[src/rtl/core/css_pkg.sv]
// css_pkg: shared types and constants of the cursor sequence store
// used by css_ctrl, css_dp and cursor_sequence_store; no dependencies
package css_pkg;

  localparam int unsigned DEPTH_DEFAULT       = 32;
  localparam int unsigned VALUE_WIDTH_DEFAULT = 32;
  localparam int unsigned KIND_W              = 3;
  localparam int unsigned PORT_VALUE_W        = 32;

  // request codes
  typedef enum logic [KIND_W-1:0] {
    KIND_START   = 3'd0,
    KIND_ADVANCE = 3'd1,
    KIND_INSERT  = 3'd2,
    KIND_ATTACH  = 3'd3,
    KIND_REMOVE  = 3'd4
  } kind_e;

  typedef enum logic [3:0] {
    ST_IDLE,
    ST_UP_CHK,
    ST_UP_RD,
    ST_UP_WR,
    ST_PUT,
    ST_DN_CHK,
    ST_DN_RD,
    ST_DN_WR,
    ST_REM_END,
    ST_SETTLE,
    ST_FETCH,
    ST_LOAD,
    ST_DONE
  } state_e;

  typedef enum logic [1:0] {
    CUR_HOLD,
    CUR_ZERO,
    CUR_INC,
    CUR_COUNT
  } cursor_op_e;

  typedef enum logic [2:0] {
    IDX_HOLD,
    IDX_COUNT,
    IDX_CURSOR,
    IDX_DEC,
    IDX_INC
  } idx_op_e;

  typedef enum logic [1:0] {
    RD_NONE,
    RD_IDX_M1,
    RD_IDX_P1,
    RD_CURSOR
  } rd_sel_e;

  typedef enum logic [1:0] {
    WR_NONE,
    WR_SHIFT,
    WR_VALUE
  } wr_sel_e;

  typedef struct packed {
    logic       accept;
    logic       set_err;
    cursor_op_e cur_op;
    idx_op_e    idx_op;
    rd_sel_e    rd_sel;
    wr_sel_e    wr_sel;
    logic       count_inc;
    logic       count_dec;
    logic       load_value;
    logic       load_cur;
    logic       load_out;
  } ctrl_cmd_t;

  typedef struct packed {
    logic has;
    logic full;
    logic idx_eq_cursor;
    logic idx_p1_lt_count;
    logic out_free;
  } dp_status_t;

endpackage

[src/rtl/core/cursor_sequence_store.sv]
// cursor_sequence_store: an ordered list of up to DEPTH values with a cursor
// one request at a time, each answered by exactly one result; the request
// sequencer (css_ctrl) and the entry datapath (css_dp, css_ram) sit below.
// A request is taken only while the block is idle; in_stall_o is high while a
// request is being worked. Entries live in a ram with one write port, one read
// port and a registered read, so an insert or remove moves the following
// entries one at a time, each by a check, a read and then a write. Start and
// advance reload the current entry from the ram when the cursor ends on one;
// insert and attach move the entries from the cursor position on up by one
// before the new value is written; remove moves the entries after the cursor
// down by one and then reloads the current entry. An advance or remove with no
// current entry, an unused code and a refused insert or attach go straight to
// the result. A result sits in an output register: the next request is taken
// while it waits, and the block holds before its following result until the
// output is free. No clearing pass is needed after reset: only entries below
// the count are ever read, and all of them were written.
module cursor_sequence_store #(
  parameter int unsigned DEPTH       = css_pkg::DEPTH_DEFAULT,
  parameter int unsigned VALUE_WIDTH = css_pkg::VALUE_WIDTH_DEFAULT
) (
  input  logic                             clk_i,
  input  logic                             rst_ni,
  // request channel
  input  logic                             in_valid_i,
  output logic                             in_stall_o,
  input  logic [css_pkg::KIND_W-1:0]       kind_i,
  input  logic [css_pkg::PORT_VALUE_W-1:0] entry_value_i,
  // result channel
  output logic                             out_valid_o,
  input  logic                             out_stall_i,
  output logic [css_pkg::PORT_VALUE_W-1:0] current_value_o,
  output logic                             has_current_o,
  output logic [$clog2(DEPTH+1)-1:0]       entry_count_o,
  output logic                             full_error_o
);
  import css_pkg::*;

  ctrl_cmd_t  cmd;
  dp_status_t status;

  // sequencer: decodes the request and steps the shift sweeps
  css_ctrl u_ctrl (
    .clk_i      (clk_i),
    .rst_ni     (rst_ni),
    .in_valid_i (in_valid_i),
    .in_stall_o (in_stall_o),
    .kind_i     (kind_i),
    .status_i   (status),
    .cmd_o      (cmd)
  );

  // datapath: count, cursor, sweep index, entry ram and output register
  css_dp #(
    .DEPTH       (DEPTH),
    .VALUE_WIDTH (VALUE_WIDTH)
  ) u_dp (
    .clk_i           (clk_i),
    .rst_ni          (rst_ni),
    .cmd_i           (cmd),
    .status_o        (status),
    .entry_value_i   (entry_value_i),
    .out_valid_o     (out_valid_o),
    .out_stall_i     (out_stall_i),
    .current_value_o (current_value_o),
    .has_current_o   (has_current_o),
    .entry_count_o   (entry_count_o),
    .full_error_o    (full_error_o)
  );

endmodule

[src/rtl/core/css_ram.sv]
// css_ram: generic single write port, single read port ram with registered read
// no dependencies
module css_ram #(
  parameter int unsigned WIDTH = 32,
  parameter int unsigned DEPTH = 32
) (
  input  logic                     clk_i,
  input  logic                     wr_en_i,
  input  logic [$clog2(DEPTH)-1:0] wr_addr_i,
  input  logic [WIDTH-1:0]         wr_data_i,
  input  logic                     rd_en_i,
  input  logic [$clog2(DEPTH)-1:0] rd_addr_i,
  output logic [WIDTH-1:0]         rd_data_o
);

  logic [WIDTH-1:0] mem_q [DEPTH];
  logic [WIDTH-1:0] rd_data_q;

  always_ff @(posedge clk_i) begin
    if (wr_en_i) begin
      mem_q[wr_addr_i] <= wr_data_i;
    end
    if (rd_en_i) begin
      rd_data_q <= mem_q[rd_addr_i];
    end
  end

  assign rd_data_o = rd_data_q;

endmodule

[src/rtl/core/css_ctrl.sv]
// css_ctrl: request sequencer of the cursor sequence store
// depends on css_pkg; drives css_dp through ctrl_cmd_t
module css_ctrl (
  input  logic                   clk_i,
  input  logic                   rst_ni,
  input  logic                   in_valid_i,
  output logic                   in_stall_o,
  input  logic [css_pkg::KIND_W-1:0] kind_i,
  input  css_pkg::dp_status_t    status_i,
  output css_pkg::ctrl_cmd_t     cmd_o
);
  import css_pkg::*;

  state_e state_q, state_d;

  always_ff @(posedge clk_i or negedge rst_ni) begin
    if (!rst_ni) begin
      state_q <= ST_IDLE;
    end else begin
      state_q <= state_d;
    end
  end

  always_comb begin
    state_d    = state_q;
    cmd_o      = '0;
    in_stall_o = 1'b1;
    unique case (state_q)
      ST_IDLE: begin
        in_stall_o = 1'b0;
        if (in_valid_i) begin
          cmd_o.accept = 1'b1;
          unique case (kind_i) inside
            KIND_START: begin
              cmd_o.cur_op = CUR_ZERO;
              state_d      = ST_SETTLE;
            end
            KIND_ADVANCE: begin
              if (status_i.has) begin
                cmd_o.cur_op = CUR_INC;
                state_d      = ST_SETTLE;
              end else begin
                state_d = ST_DONE;
              end
            end
            KIND_INSERT, KIND_ATTACH: begin
              if (status_i.full) begin
                cmd_o.set_err = 1'b1;
                state_d       = ST_DONE;
              end else begin
                if (kind_i == KIND_INSERT) begin
                  cmd_o.cur_op = status_i.has ? CUR_HOLD : CUR_ZERO;
                end else begin
                  cmd_o.cur_op = status_i.has ? CUR_INC : CUR_COUNT;
                end
                cmd_o.idx_op = IDX_COUNT;
                state_d      = ST_UP_CHK;
              end
            end
            KIND_REMOVE: begin
              if (status_i.has) begin
                cmd_o.idx_op = IDX_CURSOR;
                state_d      = ST_DN_CHK;
              end else begin
                state_d = ST_DONE;
              end
            end
            default: begin
              state_d = ST_DONE;
            end
          endcase
        end
      end
      ST_UP_CHK: begin
        state_d = status_i.idx_eq_cursor ? ST_PUT : ST_UP_RD;
      end
      ST_UP_RD: begin
        cmd_o.rd_sel = RD_IDX_M1;
        state_d      = ST_UP_WR;
      end
      ST_UP_WR: begin
        cmd_o.wr_sel = WR_SHIFT;
        cmd_o.idx_op = IDX_DEC;
        state_d      = ST_UP_CHK;
      end
      ST_PUT: begin
        cmd_o.wr_sel     = WR_VALUE;
        cmd_o.load_value = 1'b1;
        cmd_o.count_inc  = 1'b1;
        state_d          = ST_DONE;
      end
      ST_DN_CHK: begin
        state_d = status_i.idx_p1_lt_count ? ST_DN_RD : ST_REM_END;
      end
      ST_DN_RD: begin
        cmd_o.rd_sel = RD_IDX_P1;
        state_d      = ST_DN_WR;
      end
      ST_DN_WR: begin
        cmd_o.wr_sel = WR_SHIFT;
        cmd_o.idx_op = IDX_INC;
        state_d      = ST_DN_CHK;
      end
      ST_REM_END: begin
        cmd_o.count_dec = 1'b1;
        state_d         = ST_SETTLE;
      end
      ST_SETTLE: begin
        state_d = status_i.has ? ST_FETCH : ST_DONE;
      end
      ST_FETCH: begin
        cmd_o.rd_sel = RD_CURSOR;
        state_d      = ST_LOAD;
      end
      ST_LOAD: begin
        cmd_o.load_cur = 1'b1;
        state_d        = ST_DONE;
      end
      ST_DONE: begin
        if (status_i.out_free) begin
          cmd_o.load_out = 1'b1;
          state_d        = ST_IDLE;
        end
      end
      default: begin
        state_d = ST_IDLE;
      end
    endcase
  end

endmodule

[src/rtl/core/css_dp.sv]
// css_dp: datapath of the cursor sequence store (count, cursor, sweep index,
// entry ram, output register); depends on css_pkg and css_ram
module css_dp #(
  parameter int unsigned DEPTH       = css_pkg::DEPTH_DEFAULT,
  parameter int unsigned VALUE_WIDTH = css_pkg::VALUE_WIDTH_DEFAULT
) (
  input  logic                              clk_i,
  input  logic                              rst_ni,
  input  css_pkg::ctrl_cmd_t                cmd_i,
  output css_pkg::dp_status_t               status_o,
  input  logic [css_pkg::PORT_VALUE_W-1:0]  entry_value_i,
  output logic                              out_valid_o,
  input  logic                              out_stall_i,
  output logic [css_pkg::PORT_VALUE_W-1:0]  current_value_o,
  output logic                              has_current_o,
  output logic [$clog2(DEPTH+1)-1:0]        entry_count_o,
  output logic                              full_error_o
);
  import css_pkg::*;

  localparam int unsigned CW = $clog2(DEPTH + 1);
  localparam int unsigned AW = $clog2(DEPTH);
  localparam int unsigned SW = (VALUE_WIDTH < PORT_VALUE_W) ? VALUE_WIDTH : PORT_VALUE_W;
  localparam logic [CW-1:0] FULL_COUNT = CW'(DEPTH);
  localparam logic [CW-1:0] ONE        = CW'(1);

  logic [CW-1:0] count_q, count_d;
  logic [CW-1:0] cursor_q, cursor_d;
  logic [CW-1:0] idx_q, idx_d;
  logic          err_q, err_d;
  logic [SW-1:0] value_q;
  logic [SW-1:0] cur_val_q;
  logic          out_valid_q;
  logic [PORT_VALUE_W-1:0] out_value_q;
  logic          out_has_q;
  logic [CW-1:0] out_count_q;
  logic          out_err_q;

  logic          has;
  logic          rd_en;
  logic [AW-1:0] rd_addr;
  logic          wr_en;
  logic [AW-1:0] wr_addr;
  logic [SW-1:0] wr_data;
  logic [SW-1:0] rd_data;
  logic [CW-1:0] idx_p1;
  logic [PORT_VALUE_W-1:0] cur_ext;

  assign has    = cursor_q < count_q;
  assign idx_p1 = idx_q + ONE;

  assign status_o.has             = has;
  assign status_o.full            = count_q == FULL_COUNT;
  assign status_o.idx_eq_cursor   = idx_q == cursor_q;
  assign status_o.idx_p1_lt_count = idx_p1 < count_q;
  assign status_o.out_free        = !out_valid_q || !out_stall_i;

  // control registers
  always_comb begin
    count_d  = count_q;
    cursor_d = cursor_q;
    idx_d    = idx_q;
    err_d    = err_q;
    if (cmd_i.accept) begin
      err_d = 1'b0;
    end
    if (cmd_i.set_err) begin
      err_d = 1'b1;
    end
    case (cmd_i.cur_op)
      CUR_ZERO:  cursor_d = '0;
      CUR_INC:   cursor_d = cursor_q + ONE;
      CUR_COUNT: cursor_d = count_q;
      default:   cursor_d = cursor_q;
    endcase
    case (cmd_i.idx_op)
      IDX_COUNT:  idx_d = count_q;
      IDX_CURSOR: idx_d = cursor_q;
      IDX_DEC:    idx_d = idx_q - ONE;
      IDX_INC:    idx_d = idx_p1;
      default:    idx_d = idx_q;
    endcase
    if (cmd_i.count_inc) begin
      count_d = count_q + ONE;
    end else if (cmd_i.count_dec) begin
      count_d = count_q - ONE;
    end
  end

  always_ff @(posedge clk_i or negedge rst_ni) begin
    if (!rst_ni) begin
      count_q     <= '0;
      cursor_q    <= '0;
      idx_q       <= '0;
      err_q       <= 1'b0;
      out_valid_q <= 1'b0;
    end else begin
      count_q  <= count_d;
      cursor_q <= cursor_d;
      idx_q    <= idx_d;
      err_q    <= err_d;
      if (cmd_i.load_out) begin
        out_valid_q <= 1'b1;
      end else if (!out_stall_i) begin
        out_valid_q <= 1'b0;
      end
    end
  end

  // payload registers
  always_ff @(posedge clk_i) begin
    if (cmd_i.accept) begin
      value_q <= entry_value_i[SW-1:0];
    end
    if (cmd_i.load_value) begin
      cur_val_q <= value_q;
    end else if (cmd_i.load_cur) begin
      cur_val_q <= rd_data;
    end
    if (cmd_i.load_out) begin
      out_value_q <= has ? cur_ext : '0;
      out_has_q   <= has;
      out_count_q <= count_q;
      out_err_q   <= err_q;
    end
  end

  always_comb begin
    cur_ext         = '0;
    cur_ext[SW-1:0] = cur_val_q;
  end

  // ram port selection
  always_comb begin
    rd_en   = cmd_i.rd_sel != RD_NONE;
    case (cmd_i.rd_sel)
      RD_IDX_M1: rd_addr = AW'(idx_q - ONE);
      RD_IDX_P1: rd_addr = AW'(idx_p1);
      RD_CURSOR: rd_addr = cursor_q[AW-1:0];
      default:   rd_addr = idx_q[AW-1:0];
    endcase
    wr_en = cmd_i.wr_sel != WR_NONE;
    if (cmd_i.wr_sel == WR_VALUE) begin
      wr_addr = cursor_q[AW-1:0];
      wr_data = value_q;
    end else begin
      wr_addr = idx_q[AW-1:0];
      wr_data = rd_data;
    end
  end

  css_ram #(
    .WIDTH (SW),
    .DEPTH (DEPTH)
  ) u_store (
    .clk_i     (clk_i),
    .wr_en_i   (wr_en),
    .wr_addr_i (wr_addr),
    .wr_data_i (wr_data),
    .rd_en_i   (rd_en),
    .rd_addr_i (rd_addr),
    .rd_data_o (rd_data)
  );

  assign out_valid_o     = out_valid_q;
  assign current_value_o = out_value_q;
  assign has_current_o   = out_has_q;
  assign entry_count_o   = out_count_q;
  assign full_error_o    = out_err_q;

`ifndef SYNTHESIS
  a_cursor_in_range: assert property (@(posedge clk_i) disable iff (!rst_ni)
    cursor_q <= count_q)
    else $error("cursor beyond count");
  a_count_in_range: assert property (@(posedge clk_i) disable iff (!rst_ni)
    count_q <= FULL_COUNT)
    else $error("count beyond depth");
  a_err_only_when_full: assert property (@(posedge clk_i) disable iff (!rst_ni)
    out_valid_q && out_err_q |-> out_count_q == FULL_COUNT)
    else $error("full error reported with room left");
  a_no_value_without_entry: assert property (@(posedge clk_i) disable iff (!rst_ni)
    out_valid_q && !out_has_q |-> out_value_q == '0)
    else $error("value reported with no current entry");
`endif

endmodule

[config.mk]
export PLATFORM = sky130hd
export DESIGN_NAME = cursor_sequence_store
export DESIGN_NICKNAME = d
export VERILOG_FILES = /design/src/rtl/core/css_pkg.sv /design/src/rtl/core/cursor_sequence_store.sv /design/src/rtl/core/css_ram.sv /design/src/rtl/core/css_ctrl.sv /design/src/rtl/core/css_dp.sv
export SDC_FILE = /design/constraint.sdc
export NUM_CORES = 2
export LEC_CHECK = 0
export ABC_AREA = 1
export ABC_CLOCK_PERIOD_IN_PS = 8300
export BUFFER_PORTS_ARGS = -buffer_cell sky130_fd_sc_hd__buf_2
export CAP_MARGIN = 20
export CORE_AREA = 4 4 474 429
export CTS_BUF_LIST = sky130_fd_sc_hd__clkbuf_8 sky130_fd_sc_hd__clkbuf_16
export DETAILED_ROUTE_END_ITERATION = 8
export DIE_AREA = 0 0 478 433
export PLACE_DENSITY_LB_ADDON = 0.05
export SYNTH_ARGS = -nofsm -noshare
export SYNTH_HDL_FRONTEND = slang
export SYNTH_HIERARCHICAL = 1
export SYNTH_SLANG_ARGS = --single-unit
[constraint.sdc]
create_clock -name clk_i -period 8.3 [get_ports clk_i]
set_clock_uncertainty 0.2 [all_clocks]
set_input_delay 0.83 -clock clk_i [delete_from_list [all_inputs] [get_ports clk_i]]
set_output_delay 0.83 -clock clk_i [all_outputs]
set_load 0.02 [all_outputs]
# Word level (Yosys, flattened, before mapping)

Memories as Yosys holds them, arrays and structs flattened. A register that Yosys moved wholly into a read port is not among the register bits.
Cells that the tools add are included.
W data, S select, Z words.

Logic and storage cells: 114
Bits in writable memories: 1,024
Memories: 1
Register bits: 128
Input bits: 39
Output and inout bits: 42

Memories:

| name               | words | bits a word | rd ports | clocked after memory_dff | write ports | line          | source |
|---|---|---|---|---|---|---|---|
| u_dp.u_store.mem_q | 32    | 32          | 1        | 1                        | 1           | css_ram.sv:16 | `logic [WIDTH-1:0] mem_q [DEPTH];` |

Muxes and demuxes: 46
Add/subtract/negate cells: 5
Magnitude comparators: 2
Reduce and logical (&&, ||, !) cells: 16
Equal/unequal tests: 32

Operator list:

| kind                  | number |
|---|---|
| $mux W32              | 3 |
| $pmux W4 S12          | 1 |
| $mux W4               | 6 |
| $pmux W6 S4           | 1 |
| $eq A4 B4 Y1 const B  | 5 |
| $add A6 B1 Y6 const B | 3 |
| $pmux W6 S3           | 1 |
| $eq A4 B3 Y1 const B  | 4 |
| $mux W1               | 16 |
| $pmux W4 S4           | 1 |
| $pmux W5 S3           | 1 |
| $eq A3 B2 Y1 const B  | 4 |
| $lt A6 B6 Y1          | 2 |
| $mux W6               | 2 |
| $pmux W2 S3           | 2 |
| $sub A6 B1 Y6 const B | 2 |
| $eq A2 B2 Y1 const B  | 5 |
| $mux W5               | 2 |
| $reduce_bool A2 Y1    | 5 |
| $mux W3               | 3 |
| $pmux W3 S3           | 1 |
| $eq A4 B2 Y1 const B  | 2 |
| $mux W7               | 1 |
| $eq A3 B1 Y1 const B  | 2 |
| 18 further kinds      | 26 |

# Longest topological paths before layout

Depth in word-level cells: 9
Depth in mapped cells: 20
Depth with buffers taken out: 17

# Hierarchy

Netlist, hierarchy kept.

By module, submodules not included:

| module   | cells each | area an instance (sq um) | sequential area each (sq um) | times used |
|---|---|---|---|---|
| css_ram  | 3,536      | 42,726.0                 | 31,710.4                     | 1 |
| css_dp   | 650        | 6,203.4                  | 3,623.5                      | 1 |
| css_ctrl | 94         | 520.5                    | 100.1                        | 1 |

# Worst setup path after synthesis

Ideal clock, no wire load.

Path type: input to register
Start point: input port out_stall_i
End point: register u_dp.out_value_q[0], in the netlist u_dp/current_value_o[0], enable pin
Library setup time: 0.489 ns
Required time: 7.611 ns
Arrival time: 3.765 ns
Cell stages on the path: 3
Setup slack: 3.846 ns
Path buffers: 0
Cell sequence: nand2_1 inv_1 nor3_1

RTL lines:

| what                 | line                        | source |
|---|---|---|
| start, declared      | cursor_sequence_store.sv:30 | `input logic out_stall_i,` |
| end signal, assigned | css_dp.sv:121               | `out_value_q <= has ? cur_ext : '0;` |
| end, declared        | css_dp.sv:34                | `logic [PORT_VALUE_W-1:0] out_value_q;` |

==> results.md <==
- Met2 wire length: 80300 um
- Row cnt: 155
- Clk slew on worst S/H paths: 0.06 ns
- Syn Inst Count: 4280
- Maximum clock insertion buffer count: 3
- Post_cts resized: 0
- Final min period: 5.72 ns
- Seq/Total Area, Yosys: 71.7%
- Synthesized cell area: 49400 um2
- Flops & latches, synth: 1184
- Final slew viol count: 0
- Vias in the first global route: 31667
- Vias: 32199
- TritonCTS clock tree: built
- EDFF count, synth: 1160
- Crit. End Element: register
- Worst hold endpoint: u_dp/value_q[16]$_DFFE_PP_
- Power Density: 473 nW/um2
- CP Max Fanout: 153
- Status: finished clean
- Reg2reg end: u_dp/u_store/rd_data_o[17]$_DFFE_PP_
- Initial antenna violation count: 3
- Slowest stage delay, CP: 0.69 ns
- Area of the multi-input gates: 12400 um2
- Drt drc: 0
- Post-route ant nets: 0
- Worst path slowest cell: buf_4
- Leading post-synthesis cells by cell area: edfxtp_1 70%, nand2_1 12%, nand3_1 8.3%
- Final setup TNS: 0 ns
- Most used cell, CP: nand2_1
- PortBufs: 80
- Die area: 207000 um2
- Num CTS Buffers: 141
- RSZ-0062 raised after global routing: no
- Syn Area/Cell: 11.6 um2
- Flop2flop setup slack: 2.58 ns
- Max-cap violations: 0
- Commonest cells post-synth: 1621 x nand2_1, 1160 x edfxtp_1, 822 x nand3_1
- Htree depth: 4
- Leakage: 21.0 nW
- Post-route cell area: 57400 um2
- Worst Reg-to-Reg Cells: 18
- Metal3 WL: 6970 um
- Top cell type by total area after synthesis: edfxtp_1
- DR top layer: met4
- Filler Cell Count: 20294
- Hold Path Origin: entry_value_i[16]
- Worst Path Arrival: 6.03 ns
- Total congestion overflow: 0
- Synth top area share: 70.4%
- Critical path class: reg2reg
- Critical R2R Launch: u_ctrl/state_q[1]$_DFFE_PN0P_
- Die Y: 433 um
- Detailed Route WL: 183000 um
- Die Wd: 478 um
- Highest Clock Rate: 0.175 GHz
- Layout cells sized above 1: 10.4%
- Vias/cell: 4.50
- Endpoints failing setup: 0
- RePlAce Congestion: 0.750
- Worst vdd ir: 0.503 mV
- TritonRoute pass-1 iters: 5
- Overall Global Routing Usage: 17.4%
- Ys async rst share: 2.03%
- Hold path depth: 1
- Drt wl/cell: 25.5 um
- Crit path cell chain: inv_1, nor3_1, nor2_1, inv_2, buf_4, nand3_1, o211ai_1, buf_12, clkinv_16, buf_12, nand2_1, nand3_1, nand3_1, nand2_1, nand2_1, nand2_1, nand2_1, nand2_1
- Layout area overhead: 16.1%
- Final nets: 4429
- Syn nets: 4337
- Syn. warnings: 6
- HPWL Detailed: 97000 um
- Clock latency on the worst-skew pair: 0.76 ns
- Final Cycle Share: 68.9%
- Clock root buffer: clkbuf_16
- Slew HR: 27.8%
- Most frequent cell after synthesis: nand2_1
- Critical Path RT: 8.61 ns
- Register Area: 35400 um2
- 1st-iter DRT viols: 2653
- Met1 Wirelength: 92000 um
- Crit start category: register
- Core area: 198000 um2
- Yosys cell types: 40
- CTS sink count: 1184
- Min-Delay Path Class: in2reg
- First-pass GRT wire length: 256000 um
- Initial Util: 25.0%
- Worst slew pin tran: 1.08 ns
- IO Count: 81
- Fin. Hold Viols: 0
- Ys flop type: edfxtp_1
- Pin count of the biggest net entering global routing: 158
- Post-placement cell area: 52900 um2
==> per-stage QoR <==
step,setup slack (ns),total power [mW],instances,util (%),hold slack [ns]
floorplan,3.85,17.1,4280,-,0.225
global placement,2.64,21.9,6865,26.7,0.236
detailed placement,2.54,21.8,6868,26.7,0.235
CTS,2.52,27.7,7152,29.0,0.0106
global route,2.07,29.2,7155,29.0,0.0223
finish,2.58,27.2,7158,29.0,0.0990
==> power by group <==
group	leakage, nW	switching [mW]	internal (mW)
Sequential	10.8	0.319	8.16
Combinational	7.95	9.80	3.10
Clock	2.23	2.58	3.23
Total	21.0	12.7	14.5
==> flip-flops by register name, summed over array words and instances (netlist names), 6 cells and up <==
signal and cells:
u_dp/count_q 6, u_dp/cur_ext 32, u_dp/current_value_o 32, u_dp/cursor_q 6
u_dp/entry_count_o 6, u_dp/idx_q 6, u_dp/u_store/mem_q 1024, u_dp/u_store/rd_data_o 32
u_dp/value_q 32
==> kinds of logic (layout without fill, tap and decap cells) <==
kind of cell / Yosys count / in the layout / share of synthesized area, %
buffers and inverters: 383 / 588 / 4.48
AO/OA/AOI/OAI: 117 / 117 / 1.30
XOR/XNOR: 4 / 4 / 0.0709
AND/OR/NAND/NOR: 2574 / 2574 / 22.0
adder cells (fa/ha/maj): 18 / 18 / 0.471
other: 0 / 4 / 0
flip-flops: 1184 / 1184 / 71.7
==> area by class of cell <==
cell class                      instances  area share, %
Timing Repair Buffer                  192           2.59
Sequential cell                      1184           61.7
Clock inverter                        114           1.19
Inverter                              140          0.996
Antenna cell                            4         0.0174
Clock buffer                          142           6.19
Multi-Input combinational cell       2713           21.5
Tap cell                             2669           5.81
==> worst max-delay path: cells and delay by family, from the launching register on <==
| kind | cells | cell delay (ns) |
|---|---|---|
| buf+inv | 6 | 2.47 |
| simple gates | 11 | 1.64 |
| flops | 1 | 0.42 |
| compound gates | 1 | 0.21 |
==> layout by cell type (no fill, tap or decap), types with 3 or more instances in the layout <==
master / Yosys / routed
nand2_1: 1621 / 1620
edfxtp_1: 1160 / 1160
nand3_1: 822 / 822
inv_1: 131 / 167
clkbuf_16: 0 / 142
buf_2: 89 / 80
buf_4: 29 / 71
o21ai_0: 82 / 49
clkinv_1: 2 / 40
nor2_4: 3 / 35
nor2_1: 64 / 32
nor2_2: 31 / 31
dlygate4sd3_1: 0 / 28
dfrtp_1: 24 / 24
o21ai_4: 0 / 19
nand4_1: 18 / 18
ha_1: 17 / 17
clkinv_2: 0 / 16
o21ai_2: 2 / 16
a21oi_1: 14 / 13
inv_6: 0 / 11
buf_12: 0 / 11
inv_2: 6 / 7
o211ai_1: 7 / 7
nor3_1: 6 / 5
diode_2: 0 / 4
bufinv_16: 0 / 4
clkinv_8: 0 / 3
xor2_1: 3 / 3
==> per-layer routing <==
metal / vias up / track usage, %
li1: 15032 / -
met1: 16355 / 26.0
met4: 0 / 3.88
met2: 620 / 26.7
met3: 192 / 2.36
met5: - / 0
==> worst max-delay path by stage <==
| stage | startpoint | end | slack, ns | depth (start not counted) |
|---|---|---|---|---|
| CTS | u_ctrl/state_q[1]$_DFFE_PN0P_ | u_dp/u_store/rd_data_o[17]$_DFFE_PP_ | 2.52 | 18 |
| floorplan | out_stall_i | u_dp/current_value_o[0]$_SDFFCE_PN0P_ | 3.85 | 3 |
| global placement | u_ctrl/state_q[1]$_DFFE_PN0P_ | u_dp/u_store/rd_data_o[17]$_DFFE_PP_ | 2.64 | 18 |
| finish | u_ctrl/state_q[1]$_DFFE_PN0P_ | u_dp/u_store/rd_data_o[17]$_DFFE_PP_ | 2.58 | 18 |
| global route | u_ctrl/state_q[1]$_DFFE_PN0P_ | u_dp/u_store/rd_data_o[17]$_DFFE_PP_ | 2.07 | 18 |
| detailed placement | u_ctrl/state_q[1]$_DFFE_PN0P_ | u_dp/u_store/rd_data_o[17]$_DFFE_PP_ | 2.54 | 18 |
==> repair_timing <==
item,in CTS,in global routing
hold endpoints to repair,51,0
setup buffers,0,0
hold buffers,28,0
Power figures use the tool's default switching activity.
